<file path="src/rtl/mmau_pkg.sv">
// ---------------------------------------------------------------------------
// mmau_pkg
// Codes, control word layout and microcode ROM of the Montgomery modular ALU.
// ---------------------------------------------------------------------------
package mmau_pkg;

   localparam int unsigned PC_W = 5;

   // operation codes on req_func
   localparam logic [2:0] FUNC_MUL       = 3'd0;
   localparam logic [2:0] FUNC_ADD       = 3'd1;
   localparam logic [2:0] FUNC_SUB       = 3'd2;
   localparam logic [2:0] FUNC_POW       = 3'd3;
   localparam logic [2:0] FUNC_TO_MONT   = 3'd4;
   localparam logic [2:0] FUNC_FROM_MONT = 3'd5;
   localparam logic [2:0] FUNC_DIV       = 3'd6;

   // register indexes on the csr port
   localparam logic [1:0] CSR_MODULUS = 2'd0;
   localparam logic [1:0] CSR_R2      = 2'd1;
   localparam logic [1:0] CSR_NINV    = 2'd2;

   // micro-operations
   localparam logic [3:0] OP_NOP  = 4'd0;  // only a jump test
   localparam logic [3:0] OP_MXY  = 4'd1;  // t = x * y
   localparam logic [3:0] OP_MK   = 4'd2;  // k = t * ninv mod 2^32
   localparam logic [3:0] OP_MM   = 4'd3;  // m = k * P
   localparam logic [3:0] OP_RED  = 4'd4;  // (t + m) >> 32 to dst
   localparam logic [3:0] OP_ADD  = 4'd5;
   localparam logic [3:0] OP_SUB  = 4'd6;
   localparam logic [3:0] OP_FIN  = 4'd7;  // r mod P, one subtract
   localparam logic [3:0] OP_MOV  = 4'd8;  // result = r
   localparam logic [3:0] OP_ZERO = 4'd9;  // result = 0

   // multiplier x operand
   localparam logic [1:0] X_A   = 2'd0;
   localparam logic [1:0] X_V   = 2'd1;
   localparam logic [1:0] X_R   = 2'd2;
   localparam logic [1:0] X_ONE = 2'd3;

   // multiplier y operand
   localparam logic [2:0] Y_B   = 3'd0;
   localparam logic [2:0] Y_V   = 3'd1;
   localparam logic [2:0] Y_R   = 3'd2;
   localparam logic [2:0] Y_R2  = 3'd3;
   localparam logic [2:0] Y_ONE = 3'd4;

   // reduction destination
   localparam logic [1:0] D_R   = 2'd0;
   localparam logic [1:0] D_V   = 2'd1;
   localparam logic [1:0] D_RES = 2'd2;

   // jump conditions
   localparam logic [2:0] J_NONE = 3'd0;
   localparam logic [2:0] J_ALW  = 3'd1;
   localparam logic [2:0] J_XZ   = 3'd2;  // exponent exhausted
   localparam logic [2:0] J_X0   = 3'd3;  // exponent bit clear
   localparam logic [2:0] J_DIV  = 3'd4;  // item is a divide

   // program addresses
   localparam logic [PC_W-1:0] ENT_MUL     = 5'd0;
   localparam logic [PC_W-1:0] ADR_MK      = 5'd1;
   localparam logic [PC_W-1:0] ENT_TO_MONT = 5'd4;
   localparam logic [PC_W-1:0] ENT_ADD     = 5'd5;
   localparam logic [PC_W-1:0] ENT_SUB     = 5'd6;
   localparam logic [PC_W-1:0] ENT_FROM    = 5'd7;
   localparam logic [PC_W-1:0] ENT_ZERO    = 5'd12;
   localparam logic [PC_W-1:0] ENT_POW     = 5'd13;
   localparam logic [PC_W-1:0] ADR_LOOP    = 5'd17;
   localparam logic [PC_W-1:0] ADR_SQ      = 5'd23;
   localparam logic [PC_W-1:0] ADR_PDONE   = 5'd27;
   localparam logic [PC_W-1:0] ADR_DTAIL   = 5'd29;

   typedef struct packed {
      logic [3:0]      op;
      logic [1:0]      xsel;
      logic [2:0]      ysel;
      logic [1:0]      dst;
      logic            shx;   // shift exponent right
      logic [2:0]      jc;
      logic [PC_W-1:0] jt;
      logic            last;  // writes the result register, item done
   } ucode_type;

   typedef struct packed {
      logic x_zero;
      logic x_even;
      logic is_div;
   } cond_type;

   function automatic ucode_type uc(input logic [3:0] op, input logic [1:0] xsel,
                                    input logic [2:0] ysel, input logic [1:0] dst,
                                    input logic shx, input logic [2:0] jc,
                                    input logic [PC_W-1:0] jt, input logic last);
      ucode_type w;
      w.op   = op;
      w.xsel = xsel;
      w.ysel = ysel;
      w.dst  = dst;
      w.shx  = shx;
      w.jc   = jc;
      w.jt   = jt;
      w.last = last;
      return w;
   endfunction

   function automatic ucode_type ucode_rom(input logic [PC_W-1:0] pc);
      ucode_type w;
      case (pc)
         // multiply, shared Montgomery tail
         5'd0:  w = uc(OP_MXY,  X_A,   Y_B,   D_RES, 1'b0, J_NONE, ENT_MUL,   1'b0);
         5'd1:  w = uc(OP_MK,   X_A,   Y_B,   D_RES, 1'b0, J_NONE, ENT_MUL,   1'b0);
         5'd2:  w = uc(OP_MM,   X_A,   Y_B,   D_RES, 1'b0, J_NONE, ENT_MUL,   1'b0);
         5'd3:  w = uc(OP_RED,  X_A,   Y_B,   D_RES, 1'b0, J_NONE, ENT_MUL,   1'b1);
         // to_mont
         5'd4:  w = uc(OP_MXY,  X_A,   Y_R2,  D_RES, 1'b0, J_ALW,  ADR_MK,    1'b0);
         // add, sub
         5'd5:  w = uc(OP_ADD,  X_A,   Y_B,   D_RES, 1'b0, J_NONE, ENT_MUL,   1'b1);
         5'd6:  w = uc(OP_SUB,  X_A,   Y_B,   D_RES, 1'b0, J_NONE, ENT_MUL,   1'b1);
         // from_mont
         5'd7:  w = uc(OP_MXY,  X_A,   Y_ONE, D_R,   1'b0, J_NONE, ENT_MUL,   1'b0);
         5'd8:  w = uc(OP_MK,   X_A,   Y_B,   D_R,   1'b0, J_NONE, ENT_MUL,   1'b0);
         5'd9:  w = uc(OP_MM,   X_A,   Y_B,   D_R,   1'b0, J_NONE, ENT_MUL,   1'b0);
         5'd10: w = uc(OP_RED,  X_A,   Y_B,   D_R,   1'b0, J_NONE, ENT_MUL,   1'b0);
         5'd11: w = uc(OP_FIN,  X_A,   Y_B,   D_RES, 1'b0, J_NONE, ENT_MUL,   1'b1);
         // zero result: unused code or bad exponent
         5'd12: w = uc(OP_ZERO, X_A,   Y_B,   D_RES, 1'b0, J_NONE, ENT_MUL,   1'b1);
         // power: r = mont(1, R^2)
         5'd13: w = uc(OP_MXY,  X_ONE, Y_R2,  D_R,   1'b0, J_NONE, ENT_MUL,   1'b0);
         5'd14: w = uc(OP_MK,   X_A,   Y_B,   D_R,   1'b0, J_NONE, ENT_MUL,   1'b0);
         5'd15: w = uc(OP_MM,   X_A,   Y_B,   D_R,   1'b0, J_NONE, ENT_MUL,   1'b0);
         5'd16: w = uc(OP_RED,  X_A,   Y_B,   D_R,   1'b0, J_NONE, ENT_MUL,   1'b0);
         // bit loop
         5'd17: w = uc(OP_NOP,  X_A,   Y_B,   D_R,   1'b0, J_XZ,   ADR_PDONE, 1'b0);
         5'd18: w = uc(OP_NOP,  X_A,   Y_B,   D_R,   1'b0, J_X0,   ADR_SQ,    1'b0);
         5'd19: w = uc(OP_MXY,  X_R,   Y_V,   D_R,   1'b0, J_NONE, ENT_MUL,   1'b0);
         5'd20: w = uc(OP_MK,   X_A,   Y_B,   D_R,   1'b0, J_NONE, ENT_MUL,   1'b0);
         5'd21: w = uc(OP_MM,   X_A,   Y_B,   D_R,   1'b0, J_NONE, ENT_MUL,   1'b0);
         5'd22: w = uc(OP_RED,  X_A,   Y_B,   D_R,   1'b0, J_NONE, ENT_MUL,   1'b0);
         5'd23: w = uc(OP_MXY,  X_V,   Y_V,   D_V,   1'b0, J_NONE, ENT_MUL,   1'b0);
         5'd24: w = uc(OP_MK,   X_A,   Y_B,   D_V,   1'b0, J_NONE, ENT_MUL,   1'b0);
         5'd25: w = uc(OP_MM,   X_A,   Y_B,   D_V,   1'b0, J_NONE, ENT_MUL,   1'b0);
         5'd26: w = uc(OP_RED,  X_A,   Y_B,   D_V,   1'b1, J_ALW,  ADR_LOOP,  1'b0);
         // loop exit
         5'd27: w = uc(OP_NOP,  X_A,   Y_B,   D_R,   1'b0, J_DIV,  ADR_DTAIL, 1'b0);
         5'd28: w = uc(OP_MOV,  X_A,   Y_B,   D_RES, 1'b0, J_NONE, ENT_MUL,   1'b1);
         // divide tail: a * b^-1
         5'd29: w = uc(OP_MXY,  X_A,   Y_R,   D_RES, 1'b0, J_ALW,  ADR_MK,    1'b0);
         default: w = uc(OP_ZERO, X_A, Y_B,   D_RES, 1'b0, J_NONE, ENT_MUL,   1'b1);
      endcase
      return w;
   endfunction

endpackage

</file>
<file path="src/rtl/mmau_seq.sv">
// ---------------------------------------------------------------------------
// mmau_seq
// Microcode sequencer: step counter, ROM lookup and conditional jumps.
// ---------------------------------------------------------------------------
module mmau_seq (
   input  logic                      clock,
   input  logic                      reset,
   input  logic                      start,
   input  logic [mmau_pkg::PC_W-1:0] entry,
   input  logic                      hold,
   input  mmau_pkg::cond_type        cond,
   output mmau_pkg::ucode_type       cw,
   output logic                      busy
);

   logic [mmau_pkg::PC_W-1:0] pc_ff, pc_in;
   logic                      busy_ff, busy_in;
   logic                      taken;

   assign cw   = mmau_pkg::ucode_rom(pc_ff);
   assign busy = busy_ff;

   always_comb begin
      case (cw.jc)
         mmau_pkg::J_ALW: taken = 1'b1;
         mmau_pkg::J_XZ:  taken = cond.x_zero;
         mmau_pkg::J_X0:  taken = cond.x_even;
         mmau_pkg::J_DIV: taken = cond.is_div;
         default:         taken = 1'b0;
      endcase
   end

   always_comb begin
      pc_in   = pc_ff;
      busy_in = busy_ff;
      if (start) begin
         pc_in   = entry;
         busy_in = 1'b1;
      end else if (busy_ff && !hold) begin
         if (cw.last) begin
            busy_in = 1'b0;
         end else if (taken) begin
            pc_in = cw.jt;
         end else begin
            pc_in = pc_ff + 1'b1;
         end
      end
   end

   always_ff @(posedge clock) begin
      if (reset) begin
         pc_ff   <= '0;
         busy_ff <= 1'b0;
      end else begin
         pc_ff   <= pc_in;
         busy_ff <= busy_in;
      end
   end

endmodule

</file>
<file path="src/rtl/montgomery_modular_alu_unit.sv">
// ---------------------------------------------------------------------------
// montgomery_modular_alu_unit
// Montgomery modular ALU, prime modulus below 2^30, R = 2^32, run by microcode.
// ---------------------------------------------------------------------------
//
//  Channel  Direction  Ports                                         Beat
//  req      in         req_func, req_first_value, req_second_value   valid & ready
//  rsp      out        rsp_result, rsp_exponent_error                valid & ready
//  csr      in         csr_index, csr_write_data                     csr_write_enable
//
//  One beat in gives one beat out. Each Montgomery product takes four
//  steps: a*b, t*ninv and k*P on the one 32x32 multiplier, then the add
//  and shift. Power first forms r = mont(1, R^2), then for each exponent
//  bit multiplies r by v if the bit is set and squares v, until the
//  exponent is used up; power then moves r to the result, while divide
//  ends with a Montgomery product of a and r.
//  Reset clears the sequencer and the output valid and loads defaults into the csr registers.
//  A finished result waits in the output register; a new beat is taken as
//  soon as the sequencer is free, and the sequencer holds on its final step
//  while the output register is still full.
//
module montgomery_modular_alu_unit (
   input  logic               clock,
   input  logic               reset,
   // request channel
   input  logic               req_valid,
   output logic               req_ready,
   input  logic [2:0]         req_func,
   input  logic [30:0]        req_first_value,
   input  logic signed [62:0] req_second_value,
   // response channel
   output logic               rsp_valid,
   input  logic               rsp_ready,
   output logic [30:0]        rsp_result,
   output logic               rsp_exponent_error,
   // configuration
   input  logic               csr_write_enable,
   input  logic [1:0]         csr_index,
   input  logic [31:0]        csr_write_data
);

   // configuration registers
   logic [29:0] modulus_ff;
   logic [29:0] r2_ff;
   logic [31:0] ninv_ff;

   // operand and working registers
   logic [30:0] a_ff;
   logic [30:0] b_ff;
   logic [31:0] v_ff;     // base of the power loop
   logic [31:0] r_ff;     // running product
   logic [62:0] x_ff;     // offset exponent, shifted as bits are used
   logic [63:0] t_ff;
   logic [31:0] k_ff;
   logic [61:0] m_ff;
   logic        div_ff;
   logic        err_ff;

   // output register
   logic        rsp_valid_ff, rsp_valid_in;
   logic [30:0] rsp_result_ff;
   logic        rsp_error_ff;

   // sequencer link
   mmau_pkg::ucode_type          cw;
   mmau_pkg::cond_type           cond;
   logic [mmau_pkg::PC_W-1:0]    entry;
   logic                         busy;
   logic                         hold;
   logic                         exec;
   logic                         accept;

   // accept-time exponent handling
   logic [63:0] e_ext;
   logic [63:0] p_ext;
   logic [63:0] off_pow;
   logic [63:0] off_div;
   logic [63:0] off_sel;
   logic        is_div;
   logic        is_pow;
   logic        neg;

   // datapath
   logic [31:0] mul_x;
   logic [31:0] mul_y;
   logic [63:0] prod;
   logic [63:0] red_sum;
   logic [31:0] a32;
   logic [31:0] b32;
   logic [31:0] p2;
   logic [31:0] p32;
   logic [31:0] add_sum;
   logic [31:0] add_res;
   logic [31:0] sub_res;
   logic [31:0] fin_res;
   logic [31:0] res_val;

   assign req_ready          = !busy;
   assign accept             = req_valid && req_ready;
   assign rsp_valid          = rsp_valid_ff;
   assign rsp_result         = rsp_result_ff;
   assign rsp_exponent_error = rsp_error_ff;

   // final step may not overwrite a result nobody has taken yet
   assign hold = cw.last && rsp_valid_ff && !rsp_ready;
   assign exec = busy && !hold;

   // --- exponent offset: e + P - 1 for power, P - 2 for divide ---
   assign e_ext   = {req_second_value[62], req_second_value};
   assign p_ext   = {34'd0, modulus_ff};
   assign off_pow = e_ext + p_ext - 64'd1;
   assign off_div = p_ext - 64'd2;
   assign is_div  = (req_func == mmau_pkg::FUNC_DIV);
   assign is_pow  = (req_func == mmau_pkg::FUNC_POW);
   assign off_sel = is_div ? off_div : off_pow;
   assign neg     = off_sel[63] && (is_div || is_pow);

   always_comb begin
      case (req_func)
         mmau_pkg::FUNC_MUL:       entry = mmau_pkg::ENT_MUL;
         mmau_pkg::FUNC_ADD:       entry = mmau_pkg::ENT_ADD;
         mmau_pkg::FUNC_SUB:       entry = mmau_pkg::ENT_SUB;
         mmau_pkg::FUNC_POW:       entry = neg ? mmau_pkg::ENT_ZERO : mmau_pkg::ENT_POW;
         mmau_pkg::FUNC_TO_MONT:   entry = mmau_pkg::ENT_TO_MONT;
         mmau_pkg::FUNC_FROM_MONT: entry = mmau_pkg::ENT_FROM;
         mmau_pkg::FUNC_DIV:       entry = neg ? mmau_pkg::ENT_ZERO : mmau_pkg::ENT_POW;
         default:                  entry = mmau_pkg::ENT_ZERO;
      endcase
   end

   assign cond.x_zero = (x_ff == '0);
   assign cond.x_even = !x_ff[0];
   assign cond.is_div = div_ff;

   mmau_seq u_seq (
      .clock (clock),
      .reset (reset),
      .start (accept),
      .entry (entry),
      .hold  (hold),
      .cond  (cond),
      .cw    (cw),
      .busy  (busy)
   );

   // --- shared multiplier, operands chosen by the control word ---
   always_comb begin
      case (cw.xsel)
         mmau_pkg::X_A:   mul_x = {1'b0, a_ff};
         mmau_pkg::X_V:   mul_x = v_ff;
         mmau_pkg::X_R:   mul_x = r_ff;
         default:         mul_x = 32'd1;
      endcase
      case (cw.ysel)
         mmau_pkg::Y_B:   mul_y = {1'b0, b_ff};
         mmau_pkg::Y_V:   mul_y = v_ff;
         mmau_pkg::Y_R:   mul_y = r_ff;
         mmau_pkg::Y_R2:  mul_y = {2'b00, r2_ff};
         default:         mul_y = 32'd1;
      endcase
      // reduction phases use fixed operands
      case (cw.op)
         mmau_pkg::OP_MK: begin
            mul_x = t_ff[31:0];
            mul_y = ninv_ff;
         end
         mmau_pkg::OP_MM: begin
            mul_x = k_ff;
            mul_y = {2'b00, modulus_ff};
         end
         default: begin
         end
      endcase
   end

   assign prod    = {32'd0, mul_x} * {32'd0, mul_y};
   assign red_sum = t_ff + {2'b00, m_ff};   // wraps at 2^64

   // --- lazy add / sub, final subtract ---
   assign a32     = {1'b0, a_ff};
   assign b32     = {1'b0, b_ff};
   assign p2      = {1'b0, modulus_ff, 1'b0};
   assign p32     = {2'b00, modulus_ff};
   assign add_sum = a32 + b32;
   assign add_res = (add_sum < p2) ? add_sum : add_sum - p2;
   assign sub_res = (a32 < b32) ? p2 - b32 + a32 : a32 - b32;
   assign fin_res = (r_ff < p32) ? r_ff : r_ff - p32;

   always_comb begin
      case (cw.op)
         mmau_pkg::OP_RED: res_val = red_sum[63:32];
         mmau_pkg::OP_ADD: res_val = add_res;
         mmau_pkg::OP_SUB: res_val = sub_res;
         mmau_pkg::OP_FIN: res_val = fin_res;
         mmau_pkg::OP_MOV: res_val = r_ff;
         default:          res_val = 32'd0;
      endcase
   end

   // --- configuration registers ---
   always_ff @(posedge clock) begin
      if (reset) begin
         modulus_ff <= 30'd3;
         r2_ff      <= 30'd1;
         ninv_ff    <= 32'd1431655765;
      end else if (csr_write_enable) begin
         case (csr_index)
            mmau_pkg::CSR_MODULUS: modulus_ff <= csr_write_data[29:0];
            mmau_pkg::CSR_R2:      r2_ff      <= csr_write_data[29:0];
            mmau_pkg::CSR_NINV:    ninv_ff    <= csr_write_data;
            default: begin
            end
         endcase
      end
   end

   // --- operand load and datapath steps (no reset needed) ---
   always_ff @(posedge clock) begin
      if (accept) begin
         a_ff   <= req_first_value;
         b_ff   <= req_second_value[30:0];
         v_ff   <= is_div ? {1'b0, req_second_value[30:0]} : {1'b0, req_first_value};
         x_ff   <= off_sel[62:0];
         div_ff <= is_div;
         err_ff <= neg;
      end else if (exec) begin
         case (cw.op)
            mmau_pkg::OP_MXY: t_ff <= prod;
            mmau_pkg::OP_MK:  k_ff <= prod[31:0];
            mmau_pkg::OP_MM:  m_ff <= prod[61:0];
            mmau_pkg::OP_RED: begin
               if (cw.dst == mmau_pkg::D_R) begin
                  r_ff <= red_sum[63:32];
               end
               if (cw.dst == mmau_pkg::D_V) begin
                  v_ff <= red_sum[63:32];
               end
            end
            default: begin
            end
         endcase
         if (cw.shx) begin
            x_ff <= x_ff >> 1;
         end
      end
   end

   // --- output register ---
   always_comb begin
      rsp_valid_in = rsp_valid_ff;
      if (exec && cw.last) begin
         rsp_valid_in = 1'b1;
      end else if (rsp_ready) begin
         rsp_valid_in = 1'b0;
      end
   end

   always_ff @(posedge clock) begin
      if (reset) begin
         rsp_valid_ff <= 1'b0;
      end else begin
         rsp_valid_ff <= rsp_valid_in;
      end
   end

   always_ff @(posedge clock) begin
      if (exec && cw.last) begin
         rsp_result_ff <= res_val[30:0];
         rsp_error_ff  <= err_ff;
      end
   end

endmodule

</file>
<file path="config.mk">
export PLATFORM = sky130hd
export DESIGN_NAME = montgomery_modular_alu_unit
export DESIGN_NICKNAME = d
export VERILOG_FILES = /design/src/rtl/mmau_pkg.sv /design/src/rtl/mmau_seq.sv /design/src/rtl/montgomery_modular_alu_unit.sv
export SDC_FILE = /design/constraint.sdc
export NUM_CORES = 2
export LEC_CHECK = 0
export BUFFER_PORTS_ARGS = -buffer_cell sky130_fd_sc_hd__buf_2
export CORE_MARGIN = 3
export CORE_UTILIZATION = 50
export CTS_CLUSTER_SIZE = 16
export DETAILED_ROUTE_END_ITERATION = 8
export GPL_TIMING_DRIVEN = 1
export PLACE_DENSITY = 0.76
export SLEW_MARGIN = 10
export SYNTH_ARGS = -nofsm -noshare
export SYNTH_HDL_FRONTEND = slang
export SYNTH_SLANG_ARGS = --single-unit
</file>
<file path="constraint.sdc">
create_clock -name clock -period 12.35 [get_ports clock]
set_input_delay 2.47 -clock clock [delete_from_list [all_inputs] [get_ports clock]]
set_output_delay 2.47 -clock clock [all_outputs]
set_load 0.05 [all_outputs]
</file>
# After elaboration in Yosys (flattened, before gate mapping)
# Memories as Yosys holds them, arrays and structs flattened. A register that Yosys moved wholly into a read port is not among the register bits.
# Cells that the tools add are included.
[classes] addsub=11 n_mul=1 n_lt_le_gt_ge=3 eq_ne=27 mux=31 bitwise_logic=1 reduce_logical=35
[op_table] operator="$mux W63" n=3
[op_table] operator="$pmux W31 S5" n=1
[op_table] operator="$mux W32" n=4
[op_table] operator="$pmux W32 S2" n=2
[op_table] operator="$pmux W32 S4" n=1
[op_table] operator="$mux W31" n=4
[op_table] operator="$pmux W32 S3" n=1
[op_table] operator="$sub A31 B31 Y31" n=3
[op_table] operator="$add A63 B31 Y64" n=1
[op_table] operator="$add A64 B62 Y64" n=1
[op_table] operator="$mul A32 B32 Y64" n=1
[op_table] operator="$mux W64" n=1
[op_table] operator="$sub A64 B1 Y64 const B" n=1
[op_table] operator="$logic_not A63 Y1" n=1
[op_table] operator="$add A31 B31 Y32" n=1
[op_table] operator="$lt A32 B30 Y1" n=1
[op_table] operator="$lt A32 B31 Y1" n=1
[op_table] operator="$add A31 B31 Y31" n=1
[op_table] operator="$lt A31 B31 Y1" n=1
[op_table] operator="$sub A30 B2 Y31 const B" n=1
[op_table] operator="$sub A31 B30 Y31" n=1
[op_table] operator="$mux W5" n=6
[op_table] operator="$pmux W4 S6" n=1
[op_table] operator="$eq A3 B2 Y1 const B" n=6
[op_table] operator="23 further kinds" n=64
[word_totals] regBits=480 romBits=672 input_bits=136 output_inout_bits=34 wordCells=128 n_memories=1
[memory_table] memory="(no name shown)" depth=32 width=21 rd=1 rd_ports_with_merged_regs=1 write_ports=0 line_no="mmau_pkg.sv:109" source="case (pc)"

# Logic depth before layout (Yosys ltp)
[logic_depth] word_depth=9 depth_mapped=36 depth_no_buf=32

# Cells and area by module
# From an unflattened synthesis, not the netlist that was laid out.
[hier_totals] hier_cells=8074 hier_area_um2=70089.7
[modules_own_cells] mod="montgomery_modular_alu_unit" instances=1 cells_per_inst=7907 area_each_um2=68617.1 seq_area_each_um2=13302.8
[modules_own_cells] mod="mmau_seq" instances=1 cells_per_inst=167 area_each_um2=1472.7 seq_area_each_um2=520.5

# Worst setup path before layout
# Ideal clock, no wire load.
[synth_path] path_type="input to register" startpoint="input rsp_ready" endpoint="register t_ff[0], enable pin" setup_time_ns=0.644 arrival_ns=8.936 required_ns=11.706 path_slack_ns=2.771 path_stages=5 path_buffers=0 path_cell_list="nand2b_1 -> o21ai_0 -> inv_1 -> nand2_1 -> nor4_1"
[synth_between] elab_chain_cells=5
[synth_rtl] item="start, declared" line_no="montgomery_modular_alu_unit.sv:33" source="input logic rsp_ready,"
[synth_rtl] item="$logic_not A1 Y1" line_no="montgomery_modular_alu_unit.sv:105" source="assign hold = cw.last && rsp_valid_ff && !rsp_ready;"
[synth_rtl] item="$logic_and A1 B1 Y1" line_no="montgomery_modular_alu_unit.sv:105"
[synth_rtl] item="$logic_not A1 Y1" line_no="montgomery_modular_alu_unit.sv:106" source="assign exec = busy && !hold;"
[synth_rtl] item="$logic_and A1 B1 Y1" line_no="montgomery_modular_alu_unit.sv:106"
[synth_rtl] item="$reduce_and A3 Y1 (no line)"
[synth_rtl] item="end signal, assigned" line_no="montgomery_modular_alu_unit.sv:228" source="mmau_pkg::OP_MXY: t_ff <= prod;"
[synth_rtl] item="end, declared" line_no="montgomery_modular_alu_unit.sv:53" source="logic [63:0] t_ff;"
# Every way passes these cells.
# A chain may end at the register's enable or synchronous reset.

# Worst setup path in the final report
[layout_path] startpoint="register, netlist name u_seq.cw[12]" endpoint="register t_ff[61] (data pin)"
[layout_between] elab_chain_cells=4 word_cells_on_any_way=7 classes_between="mul (1); eq/ne (3); mux (2); reduce/logical (1)"
[layout_rtl] item="$eq A3 B2 Y1, or another cell as far along" line_no="montgomery_modular_alu_unit.sv:154" source="case (cw.ysel)"
[layout_rtl] item="$pmux W32 S4 (*)" line_no="montgomery_modular_alu_unit.sv:154"
[layout_rtl] item="$pmux W32 S2 (*)" line_no="montgomery_modular_alu_unit.sv:162" source="case (cw.op)"
[layout_rtl] item="$mul A32 B32 Y64 (*)" line_no="montgomery_modular_alu_unit.sv:176" source="assign prod = {32'd0, mul_x} * {32'd0, mul_y};"
[layout_rtl] item="named net prod[61]" line_no="montgomery_modular_alu_unit.sv:86" source="logic [63:0] prod;"
# Mark *: on every way through the listed nets, which the timed path passes. The rest lies on a longest branch.

==> metrics <==
Max Cap Viol=0; gpl congestion=1.06; Unique masters post-synth=94; Place WS=roughly 1.6 ns; HPWL Detailed=roughly 210 mm; H-Tree Depth=2; most frequent cells in the layout=1325 x inv_1, 1068 x nand2_1, 931 x fa_1; Post-synth EDFFs=381; vias post-DR=61700; Root Buffer=clkbuf_16; slowest cell on the critical path=nor3b_2; Post-CTS Setup Bufs=0; YS warnings=0; commonest non-fill, non-tap cell in the layout=inv_1; row count=around 140; CP Class=flop to flop; hold buffer count at cts=0; max-slew violations=0; synth top area cells=fa_1 27%, edfxtp_1 16%, ha_1 10%, inv_1 7.1%, nand2_1 5.7%; Synth top area share=26.5%; Total Routing Usage GR=between 30% and 40%; die area=145000 um2; synthesized area per cell=about 8.6 um2; Critical Path Start Type=flop; Main synth FF type=edfxtp_1; gr busiest metal=met2; met3 usage=a little over a tenth; Layout area overhead=7.12%; residual DRC count=0; Die Ht=381 um; CP max stage delay=~0.86 ns; TNS Setup=0 ns; skew final=between 0.05 and 0.06 ns; 1st-pass router iterations=9; Post-Syn Area=around 70000 um2; IO Port Bufs=169; Setup Viol. Count Final=0; worst hold path type=flop to flop; Die X=381 um; syn_nets=9784; clock buffer depth=3; Nets=9747; routing usage on met1=46.9%; antenna violations before repair=24; number of global-route vias before repair=a little over 60000; part of the cycle the worst path needs=between 80% and 90%; CTS clk-pin slew, worst paths=about 0.070 ns; RSZ-0062 raised after global routing=no; First DRT Iteration DRCs=roughly 8000; Cells after Synth=8142; GR Util met2=~53%; share of layout cells above drive strength 1=6.24%; CP Capture Type=flop; WL/cell=between 20 and 30 um; slew margin rel.=under 10%; CP max FO=16; min Tclk post-route=11.05 ns; Post-CTS Resized=0; Initial Util=just over 50%; Req. time, crit path=12.76 ns; outcome=finished, final reports clean; Yosys top cell by area=fa_1; CTS tree=done; reg2reg path depth=29; Ports=170; Worst Setup Slack, final=around 1.3 ns; DRT Wirelength=264 mm; Clk Latency, worst-skew pair=about 0.70 ns; Seq/Total Area, Yosys=19.7%; grt ovf=0; first-pass GRT wire length=roughly 390 mm; Worst Hold Depth=0; pin count of the biggest net entering global routing=about 110; Core Region=139000 um2; Vias/cell=6.15; Arr. time, crit path=11.45 ns; final hold vios=0; CP dominant cell by count=fa_1; Yosys reg bits=500; worst-margin pin slew=1.35 ns; final core occ=roughly 54%; async set-reset flop share out of synthesis=0%; CTS buffer count=58; clock sink total=500; post-route ant nets=0; Max Fclk=slightly above 90 MHz
area by class of cell:
type | count | area, um2
Antenna cell | 15 | 37.5
Clock buffer | 83 | 1740
Clock inverter | 26 | 300
Fill cell | 12700 | 63200
Inverter | 1329 | 4990
Multi-Input combinational cell | 5918 | 50300
Sequential cell | 500 | 13800
Tap cell | 1863 | 2330
Timing Repair Buffer | 298 | 1840
synthesized netlist by cell type (71+ instances only):
cell / number
ha_1: 575
fa_1: 931
clkbuf_1: 364
edfxtp_1: 381
nand3_1: 89
nand2_1: 1070
xnor2_1: 194
o21ai_0: 304
mux2i_1: 125
a21o_1: 157
a21oi_1: 454
o21a_1: 77
nor2_1: 845
dfxtp_1: 119
a31oi_1: 88
inv_1: 1325
nor3_1: 71
xor2_1: 102
registers in the layout, indices dropped and copies added (netlist names):
signal	cells
r_ff	32
rsp_exponent_error	1
x_ff	63
modulus_ff	30
u_seq.busy	1
v_ff	32
u_seq.cw	20
rsp_valid	1
u_seq.pc_ff	5
t_ff	64
k_ff	32
ninv_ff	32
b_ff	31
m_ff	62
div_ff	1
rsp_result	31
a_ff	31
r2_ff	30
err_ff	1
per-stage QoR:
step	instance area [um2]	hold WS [ns]	cells
after floorplan	70300	0.400	8142
after global placement	73300	0.403	9908
after detailed placement	73300	0.436	9908
after CTS	75300	0.451	10000
after global routing	75300	0.460	10000
final	75300	0.446	10000
routing by layer:
metal	wire, um	vias up
met1	98900	30400
met3	35300	802
li1	-	26500
met5	37	-
met4	17100	6
met2	112000	3959
worst paths after layout:
check | from | endpoint | slack [ns]
max | u_seq.cw[12]$_DFF_P_ | t_ff[61]$_DFFE_PP_ | 1.30
min | err_ff$_DFFE_PP_ | rsp_exponent_error$_DFFE_PP_ | 0.45
max reg2reg | u_seq.cw[12]$_DFF_P_ | t_ff[61]$_DFFE_PP_ | 1.30
min reg2reg | err_ff$_DFFE_PP_ | rsp_exponent_error$_DFFE_PP_ | 0.45
worst max-delay path: cells and delay by family, from the launching register on:
family                     cells  cell delay, ns
AOI/OAI and AO/OA             12            3.95
xor gates and xnor gates       1            0.11
adders and majority gates      9            4.43
buffers and inverters          4            0.56
DFF                            1            0.45
and+or+nand+nor                3            1.22
logic make-up (layout without fill, tap and decap cells):
| family | count (synthesis) | count (layout) | synth area share, % |
|---|---|---|---|
| buffers and inverters | 1724 | 1736 | 9.24 |
| and+or+nand+nor | 2449 | 2449 | 14.9 |
| DFF | 500 | 500 | 19.7 |
| other | 0 | 15 | 0 |
| xor gates and xnor gates | 296 | 296 | 3.69 |
| adders and majority gates | 1506 | 1506 | 36.7 |
| AOI/OAI and AO/OA | 1535 | 1535 | 13.9 |
| muxes | 132 | 132 | 1.91 |
Power is left out: the tool's default activity adds up to more than one toggle a clock period on the data nets, which glitch-free logic cannot reach.
